**src/hw/rtl/lmsfg_pkg.sv**
```systemverilog
// shared constants and the built-in 8x8 font for the led matrix scroll frame generator
// no dependencies; imported by led_matrix_scroll_frame_generator, lmsfg_scroll_checker and tb_top
package lmsfg_pkg;

    localparam int CHAR_W   = 8;
    localparam int GLYPH_W  = 5;
    localparam int WORD64_W = 64;
    localparam int ROW_W    = 8;
    localparam int ROWA_W   = 4;
    localparam int FRAME_W  = 3;
    localparam int PADDR_W  = 4;

    localparam logic [CHAR_W-1:0]  CHAR_END     = 8'd0;
    localparam logic [CHAR_W-1:0]  CHAR_A       = 8'd65;
    localparam logic [CHAR_W-1:0]  CHAR_Z       = 8'd90;
    localparam logic [GLYPH_W-1:0] BLANK_GLYPH  = 5'd26;
    localparam logic [GLYPH_W-1:0] Y_GLYPH      = 5'd24;
    localparam logic [FRAME_W-1:0] LAST_FRAME   = 3'd6;
    localparam logic [FRAME_W-1:0] LAST_ROW     = 3'd7;
    localparam logic [FRAME_W-1:0] TOP_SHIFT    = 3'd7;

    // register index decoded from paddr bit 3 (8-byte register slots)
    localparam logic REG_GLYPH_Y = 1'b0;

    typedef logic [WORD64_W-1:0] glyph_word_t;

    // font rom; the y glyph and blank come out as zero here
    function automatic glyph_word_t font_word(input logic [GLYPH_W-1:0] idx);
        glyph_word_t w;
        case (idx)
            5'd0:    w = 64'h2222223e22221c00;
            5'd1:    w = 64'h1e22221e22221e00;
            5'd2:    w = 64'h3804020202043800;
            5'd3:    w = 64'h0e12222222120e00;
            5'd4:    w = 64'h3e02021e02023e00;
            5'd5:    w = 64'h0202021e02023e00;
            5'd6:    w = 64'h0c2a3a0202241800;
            5'd7:    w = 64'h2222223e22222200;
            5'd8:    w = 64'h3e08080808083e00;
            5'd9:    w = 64'h1e12101010103e00;
            5'd10:   w = 64'h22120a060a122200;
            5'd11:   w = 64'h3e22020202020200;
            5'd12:   w = 64'h2222222a2a2a1400;
            5'd13:   w = 64'h2232322a26262200;
            5'd14:   w = 64'h1c22222222221c00;
            5'd15:   w = 64'h0202021e22221e00;
            5'd16:   w = 64'h2c122a2622221c00;
            5'd17:   w = 64'h22120a1e22221e00;
            5'd18:   w = 64'h1c22201c02221c00;
            5'd19:   w = 64'h08080808082a3e00;
            5'd20:   w = 64'h1c22222222222200;
            5'd21:   w = 64'h0814222222222200;
            5'd22:   w = 64'h142a2a2a22222200;
            5'd23:   w = 64'h2222140808142200;
            5'd25:   w = 64'h3e02040810203e00;
            default: w = '0;
        endcase
        return w;
    endfunction

    function automatic logic [ROW_W-1:0] reverse8(input logic [ROW_W-1:0] v);
        logic [ROW_W-1:0] r;
        for (int b = 0; b < ROW_W; b++) begin
            r[b] = v[ROW_W-1-b];
        end
        return r;
    endfunction

endpackage

```
**src/hw/rtl/led_matrix_scroll_frame_generator.sv**
```systemverilog
// top level: text character in, 8x8 scroll row writes out, apb register for the y glyph
// depends on lmsfg_pkg (font, constants, bit reverse)
//
// Every character that arrives while another is held, and the terminator (code 0) when a
// character is held, produces one transition of 56 row words (7 frames of 8 rows), issued
// at one word per cycle from a frame/row counter pair whenever the output is not stalled,
// and the block stays busy until the transition is done. The next character is
// accepted in the same cycle the final word of the current transition is issued, so
// transitions run back to back. A character that causes no output (any character that
// arrives with nothing held) is accepted without making the block busy. Output words sit in a
// result register, and the generator holds its place while a word waits to be taken.
// glyph_y may only be written while the block is idle.
module led_matrix_scroll_frame_generator (
    input  logic                           aclk,
    input  logic                           aresetn,
    input  logic                           s_valid,
    output logic                           s_ready,
    input  logic [lmsfg_pkg::CHAR_W-1:0]   s_char_code,
    output logic                           m_valid,
    input  logic                           m_ready,
    output logic [lmsfg_pkg::ROWA_W-1:0]   m_row_address,
    output logic [lmsfg_pkg::ROW_W-1:0]    m_row_bits,
    output logic [lmsfg_pkg::FRAME_W-1:0]  m_frame_index,
    output logic                           m_last,
    input  logic                           psel,
    input  logic                           penable,
    input  logic                           pwrite,
    input  logic [lmsfg_pkg::PADDR_W-1:0]  paddr,
    input  logic [lmsfg_pkg::WORD64_W-1:0] pwdata,
    output logic [lmsfg_pkg::WORD64_W-1:0] prdata,
    output logic                           pready
);
    import lmsfg_pkg::*;

    glyph_word_t        glyph_y_reg;
    logic               busy_reg, busy_next;
    logic [GLYPH_W-1:0] old_idx_reg, old_idx_next;
    logic [GLYPH_W-1:0] new_idx_reg, new_idx_next;
    logic [FRAME_W-1:0] frame_reg, frame_next;
    logic [FRAME_W-1:0] row_reg, row_next;
    logic [GLYPH_W-1:0] prev_glyph_reg, prev_glyph_next;
    logic               prev_valid_reg, prev_valid_next;

    logic               m_valid_reg, m_valid_next;
    logic [ROWA_W-1:0]  m_row_address_reg;
    logic [ROW_W-1:0]   m_row_bits_reg;
    logic [FRAME_W-1:0] m_frame_index_reg;
    logic               m_last_reg;

    logic               out_free, gen_fire, last_word, s_fire, starts_xfer;
    logic [GLYPH_W-1:0] in_idx;
    glyph_word_t        old_word, new_word;
    logic [ROW_W-1:0]   old_row, new_row, mix_row;
    logic               cfg_write;

    // apb register
    assign pready    = 1'b1;
    assign cfg_write = psel & penable & pwrite & pready;
    assign prdata    = (paddr[3] == REG_GLYPH_Y) ? glyph_y_reg : '0;

    always_ff @(posedge aclk) begin
        if (!aresetn) begin
            glyph_y_reg <= '0;
        end else if (cfg_write && paddr[3] == REG_GLYPH_Y) begin
            glyph_y_reg <= pwdata;
        end
    end

    // input side
    assign out_free  = !m_valid_reg || m_ready;
    assign gen_fire  = busy_reg && out_free;
    assign last_word = (frame_reg == LAST_FRAME) && (row_reg == LAST_ROW);
    assign s_ready   = !busy_reg || (gen_fire && last_word);
    assign s_fire    = s_valid && s_ready;

    always_comb begin
        if (s_char_code inside {[CHAR_A:CHAR_Z]}) begin
            in_idx = GLYPH_W'(s_char_code - CHAR_A);
        end else begin
            in_idx = BLANK_GLYPH;
        end
    end

    assign starts_xfer = s_fire && prev_valid_reg;

    // row word generation
    assign old_word = (old_idx_reg == Y_GLYPH) ? glyph_y_reg : font_word(old_idx_reg);
    assign new_word = (new_idx_reg == Y_GLYPH) ? glyph_y_reg : font_word(new_idx_reg);
    assign old_row  = old_word[ROW_W*row_reg +: ROW_W];
    assign new_row  = new_word[ROW_W*row_reg +: ROW_W];
    assign mix_row  = (old_row >> frame_reg) | (new_row << (TOP_SHIFT - frame_reg));

    always_comb begin
        busy_next       = busy_reg;
        old_idx_next    = old_idx_reg;
        new_idx_next    = new_idx_reg;
        frame_next      = frame_reg;
        row_next        = row_reg;
        prev_glyph_next = prev_glyph_reg;
        prev_valid_next = prev_valid_reg;
        m_valid_next    = m_valid_reg;

        if (m_ready) begin
            m_valid_next = 1'b0;
        end
        if (gen_fire) begin
            m_valid_next = 1'b1;
            if (row_reg == LAST_ROW) begin
                row_next   = '0;
                frame_next = frame_reg + 3'd1;
            end else begin
                row_next = row_reg + 3'd1;
            end
            if (last_word) begin
                busy_next = 1'b0;
            end
        end

        if (s_fire) begin
            if (s_char_code == CHAR_END) begin
                if (prev_valid_reg) begin
                    old_idx_next    = prev_glyph_reg;
                    new_idx_next    = BLANK_GLYPH;
                    prev_valid_next = 1'b0;
                    prev_glyph_next = '0;
                end
            end else begin
                if (prev_valid_reg) begin
                    old_idx_next = prev_glyph_reg;
                    new_idx_next = in_idx;
                end
                prev_glyph_next = in_idx;
                prev_valid_next = 1'b1;
            end
            if (starts_xfer) begin
                busy_next  = 1'b1;
                frame_next = '0;
                row_next   = '0;
            end
        end
    end

    always_ff @(posedge aclk) begin
        if (!aresetn) begin
            busy_reg       <= 1'b0;
            frame_reg      <= '0;
            row_reg        <= '0;
            prev_glyph_reg <= '0;
            prev_valid_reg <= 1'b0;
            m_valid_reg    <= 1'b0;
        end else begin
            busy_reg       <= busy_next;
            frame_reg      <= frame_next;
            row_reg        <= row_next;
            prev_glyph_reg <= prev_glyph_next;
            prev_valid_reg <= prev_valid_next;
            m_valid_reg    <= m_valid_next;
        end
    end

    always_ff @(posedge aclk) begin
        old_idx_reg <= old_idx_next;
        new_idx_reg <= new_idx_next;
        if (gen_fire) begin
            m_row_address_reg <= {1'b0, row_reg} + 4'd1;
            m_row_bits_reg    <= reverse8(mix_row);
            m_frame_index_reg <= frame_reg;
            m_last_reg        <= last_word;
        end
    end

    assign m_valid       = m_valid_reg;
    assign m_row_address = m_row_address_reg;
    assign m_row_bits    = m_row_bits_reg;
    assign m_frame_index = m_frame_index_reg;
    assign m_last        = m_last_reg;

    a_frame_range: assert property (@(posedge aclk) disable iff (!aresetn)
        busy_reg |-> frame_reg <= LAST_FRAME)
        else $error("frame counter out of range");

    a_last_position: assert property (@(posedge aclk) disable iff (!aresetn)
        m_valid_reg && m_last_reg |-> m_row_address_reg == 4'd8 &&
                                      m_frame_index_reg == LAST_FRAME)
        else $error("last flag off the final row of the final frame");

    a_ready_while_busy: assert property (@(posedge aclk) disable iff (!aresetn)
        busy_reg && s_ready |-> gen_fire && last_word)
        else $error("input taken in the middle of a transition");

    a_char_held: assert property (@(posedge aclk) disable iff (!aresetn)
        s_fire && s_char_code != CHAR_END |=> prev_valid_reg)
        else $error("character not held after acceptance");

    a_end_clears: assert property (@(posedge aclk) disable iff (!aresetn)
        s_fire && s_char_code == CHAR_END |=> !prev_valid_reg && prev_glyph_reg == '0 ||
                                              $past(!prev_valid_reg))
        else $error("terminator did not clear the held glyph");

endmodule

```
**config.mk**
```make
export PLATFORM = sky130hd
export DESIGN_NAME = led_matrix_scroll_frame_generator
export DESIGN_NICKNAME = d
export VERILOG_FILES = /design/src/hw/rtl/lmsfg_pkg.sv /design/src/hw/rtl/led_matrix_scroll_frame_generator.sv
export SDC_FILE = /design/constraint.sdc
export NUM_CORES = 1
export LEC_CHECK = 0
export ABC_CLOCK_PERIOD_IN_PS = 5000
export BUFFER_PORTS_ARGS = -buffer_cell sky130_fd_sc_hd__buf_2
export CAP_MARGIN = 30
export CORE_MARGIN = 2
export CORE_UTILIZATION = 40
export DETAILED_ROUTE_END_ITERATION = 12
export HOLD_SLACK_MARGIN = 0.02
export MAX_ROUTING_LAYER = met4
export PLACE_DENSITY = 0.59
export RECOVER_POWER = 50
export SYNTH_ARGS = -nofsm -noshare
export SYNTH_HDL_FRONTEND = slang
export SYNTH_SLANG_ARGS = --single-unit
```
**constraint.sdc**
```tcl
create_clock -name aclk -period 5 [get_ports aclk]
set_clock_uncertainty 0.1 [all_clocks]
set_input_delay 1 -clock aclk [delete_from_list [all_inputs] [get_ports aclk]]
set_output_delay 1 -clock aclk [all_outputs]
set_load 0.05 [all_outputs]
```
# Yosys cells after proc, flatten, opt, wreduce, memory -nomap -nowiden
# Memories as Yosys holds them, arrays and structs flattened. A register that Yosys moved wholly into a read port is not among the register bits.
# Index checks and enable logic that the tools add are counted.
# word_totals
out_inout_bits	83
memories	2
regBits	104
rom_bits	2240
# op_classes
n_eq_ne	5
n_lt_le_gt_ge	2
bitwise	4
reduce_logical	15
add_sub_neg	5
muxes	26
shift	4
# mem_list
name	depth	width	rd	rd_clocked_by_memory_dff	wr	line	rtl
(no name shown)	32	35	1	1	0	lmsfg_pkg.sv:30	case (idx)
(no name shown)	32	35	1	1	0	lmsfg_pkg.sv:30	
# ops
cell	count
$mux 64	3
$shiftx 64x7->8	2
$mux 5	8
$mux 3	8
$eq 5x5->1 const B	2
$ge 8x7->1 const B	1
$le 8x7->1 const B	1
$logic_not 8->1	1
$or 8x8->8	1
$shl 8x3->8	1
$shr 8x3->8	1
$logic_and 1x1->1	7
$mux 1	7
$add 3x1->3 const B	2
$eq 3x3->1 const B	2
$sub 5x1->5 const B	1
$add 3x1->4 const B	1
$reduce_and 2->1	2
$sub 3x3->3 const A	1
$and 1x1->1	2
$logic_not 1->1	2
$logic_or 1x1->1	2
$ne 2x2->1 const B	1
$reduce_bool 2->1	1
$not 1->1	1

# Depth between registers and ports, before layout
# logic_depth
ltp_word	9
ltp_mapped	16
mapped_depth_nobuf	13

# Worst setup path after synthesis
# No wires, ideal clock.
# synth_path
path_type	flip-flop to flip-flop
startpoint	register frame_reg[0]
endpoint	register (tool-made name)
required_ns	4.767
synth_period_minus_slack_ns	4.135
path_slack_ns	0.865
path_stages_with_launch	17
arrival_ns	3.903
path_buffers	3
setup_ns	0.133
cell_sequence	dfxtp_1 > inv_1 > clkbuf_1 > ha_1 > nand3_1 > o21ai_2 > nand3_1 > inv_2 > mux2i_1 > inv_1 > buf_2 > ha_1 > clkbuf_1 > a311oi_1 > a311oi_1 > o21ai_0 > o21ai_0
# synth_rtl
item	line	rtl
start: declaration	led_matrix_scroll_frame_generator.sv:39	logic [FRAME_W-1:0] frame_reg, frame_next;
start signal: assignment	led_matrix_scroll_frame_generator.sv:153	frame_reg <= frame_next;

# Worst setup path in the final report
# layout_path
startpoint	register row_reg[0]
endpoint	register m_row_bits_reg[5], in the netlist m_row_bits[5], data pin
# layout_via
elab_chain_len	3
# layout_rtl
item	line	rtl
start: declaration	led_matrix_scroll_frame_generator.sv:40	logic [FRAME_W-1:0] row_reg, row_next;
start signal: assignment	led_matrix_scroll_frame_generator.sv:154	row_reg <= row_next;
$shiftx 64x7->8, on equally long branches	led_matrix_scroll_frame_generator.sv:89, led_matrix_scroll_frame_generator.sv:90	
$shr 8x3->8 / $shl 8x3->8 (equally long branches)	led_matrix_scroll_frame_generator.sv:91	assign mix_row = (old_row >> frame_reg) | (new_row << (TOP_SHIFT - frame_reg));
$or 8x8->8 *	led_matrix_scroll_frame_generator.sv:91	
named net mix_row[2]	led_matrix_scroll_frame_generator.sv:53	logic [ROW_W-1:0] old_row, new_row, mix_row;
end signal: assignment	led_matrix_scroll_frame_generator.sv:166	m_row_bits_reg <= reverse8(mix_row);
end: declaration	led_matrix_scroll_frame_generator.sv:46	logic [ROW_W-1:0] m_row_bits_reg;
# Mark *: on every way through the listed nets, which the timed path passes. The rest lies on a longest branch.
# A chain may end at the register's enable or synchronous reset.

==> run metrics <==
Slew headroom -28.5%; post-cts sizing count 0; Synth Flop Type dfxtp_1; EDFF count, synth 26; worst-skew pair later-pin latency 440 ps; wire per inst 19.6 um; core area 25200 um2; drt initial violations 975; Clock transition at path regs 70 ps; Seq cells post-synth 172; endpoints failing setup 0; largest net degree at the start of global routing 65; Global Route Usage Sum 25.1%; area grow syn2layout 15.5%; leakage power approximately 0.0045 uW; cts hold-fix bufs 0; final hold vios 0; power share of the clock group 41.2%; IO buf count 161; Cell Int Power 2480 uW; NetSw between 900 and 1000 uW; Mapped Cells 1221; sw frac 27.6%; outcome finished, violations left; synthesized area roughly 10000 um2; post-route ant nets 0; critical path class flip-flop to flip-flop; syn_nets 1333; initial antenna violation count 0; via count 9564; Yosys cell types 81; number of I/O pins 166; pre-CTS setup slack 614 ps; CTS tree built; YS warnings 0; Yosys top cell area share 28.4%; total power 3420 uW; H-tree levels 4; Initial Utilization 40.8%; Tcrit/Tclk final 94.4%; share of layout cells above drive strength 1 between 10% and 20%; Startpoint Class flip-flop; WL final 32700 um; Detail Placement HPWL 23400 um; Peak Freq ~0.21 GHz; share of power burned in combinational logic 14.6%; total die area around 27000 um2; FFs w/ async S/R, synth 0%; count of pins over their slew limit 95; Req. time, crit path 5060 ps; routed vias/inst 5.73; Sum Neg Setup Slack 0 ps; Critical Path End Type flip-flop; clk sinks 172; Avg Cell Area, Syn between 8 and 9 um2; ant diodes 0; leading area contributor after synthesis dfxtp_1; root buffer cell clkbuf_16; actual slew at the worst max-slew pin 1930 ps; Placer Congestion roughly 0.96; fin worst setup slack 281 ps; Reg power frac about 44%; Chip Width 164 um; most frequent cells in the layout nand2_1, dfxtp_1, buf_2; DR pass1 iterations 7; crit path DAT 4780 ps; RSZ-0062 raised after global routing no; critical path fanouts, max 40; Setup Buffers After CTS 0; commonest non-fill, non-tap cell in the layout nand2_1; Power Dens Cells around 290 nW/um2; Die Height 164 um; first-pass GRT wire length 51000 um; fillers roughly 2500; total gr overflow 0; largest cells by area after synthesis dfxtp_1, nand2_1, edfxtp_1; vias in the first global route 8934; nets 1438; clk buf depth 2; crit path time final ~4700 ps; # DRC 0; TritonCTS Buffers 17; share of the yosys chip area belonging to registers 36.0%; row count 58; worst vdd rail ir drop approximately 0.16 mV; failing checks capacitance limit, slew limit; HP Class flip-flop to flip-flop; # Max-Cap Violations 2
## cells in the mapped netlist (all sizes together) (6+ instances only)
library cell and instances:
buf 36, ha 29, edfxtp 26, o22ai 13, o21ai 53, mux4 21, a21o 10, a22oi 22
nor3 14, mux2i 23, a21oi 53, nor2b 74, mux2 14, nand2b 24, inv 22, a221oi 9
a21boi 70, nand3 41, or3 7, dfxtp 146, a211oi 16, nand4 9, nor2 54, xnor2 6
nand2 222, a311oi 6, clkbuf 68, a31oi 14, o211ai 24
## per-layer routing
layer	part of all wire, %	vias up	track usage, %
met5	0	-	-
met4	2.7	0	8.61
met3	9.1	61	5.81
met2	45	443	37.8
met1	43	4444	33.1
li1	-	4616	-
## metrics by stage
step	instances	utilization [%]	cell area (um2)	hold slack [ps]
CTS	1669	47.4	11900	381
floorplan	1221	-	10300	303
global route	1669	47.2	11900	398
detailed placement	1637	44.9	11300	366
finish	1669	47.2	11900	381
global placement	1636	44.9	11300	362
## path summary, 6_finish.rpt
path         cells after the start       startpoint  slack (ps)         endpoint
max                              9       row_reg[0]         280    m_row_bits[5]
min                              2  glyph_y_reg[15]         380  glyph_y_reg[15]
min reg2reg                      2  glyph_y_reg[15]         380  glyph_y_reg[15]
max reg2reg                      9       row_reg[0]         280    m_row_bits[5]
## cells by family after synthesis
group                      share of synthesized area, %
adders and majority gates                          3.53
AOI/OAI and AO/OA                                  24.3
and+or+nand+nor                                    22.0
other                                            0.0365
muxes                                              8.44
buffers and inverters                              5.06
xor gates and xnor gates                          0.681
DFF                                                36.0
## worst max-delay path, cell delays in order, from the launching register on
cell and delay [ps]:
dfxtp_1 340, clkbuf_1 1380, buf_4 550, inv_1 370, a41oi_1 310, a31oi_1 100, a211oi_1 430, nor2_1 80
a31o_2 280, mux4_2 450
## area by class of cell
| class | count | area [um2] | area share, % |
|---|---|---|---|
| inverters | 23 | 86.3 | 0.726 |
| repair buffers | 190 | 976 | 8.21 |
| clock buffers | 20 | 489 | 4.12 |
| clock inverters | 12 | 141 | 1.19 |
| well taps | 330 | 413 | 3.47 |
| flip-flops and latches | 172 | 3700 | 31.2 |
| multi-input cells | 922 | 6070 | 51.1 |
## power groups by stage
stage / registers [uW] / clock network [uW] / logic, uW
5_1_grt: 1520 / 1490 / 541
3_5_place_dp: 1540 / 0 / 491
6_report: 1510 / 1410 / 498
2_1_floorplan: 1540 / 0 / 330
3_3_place_gp: 1540 / 0 / 488
4_1_cts: 1510 / 1430 / 493
(Power assumes the default switching activity.)
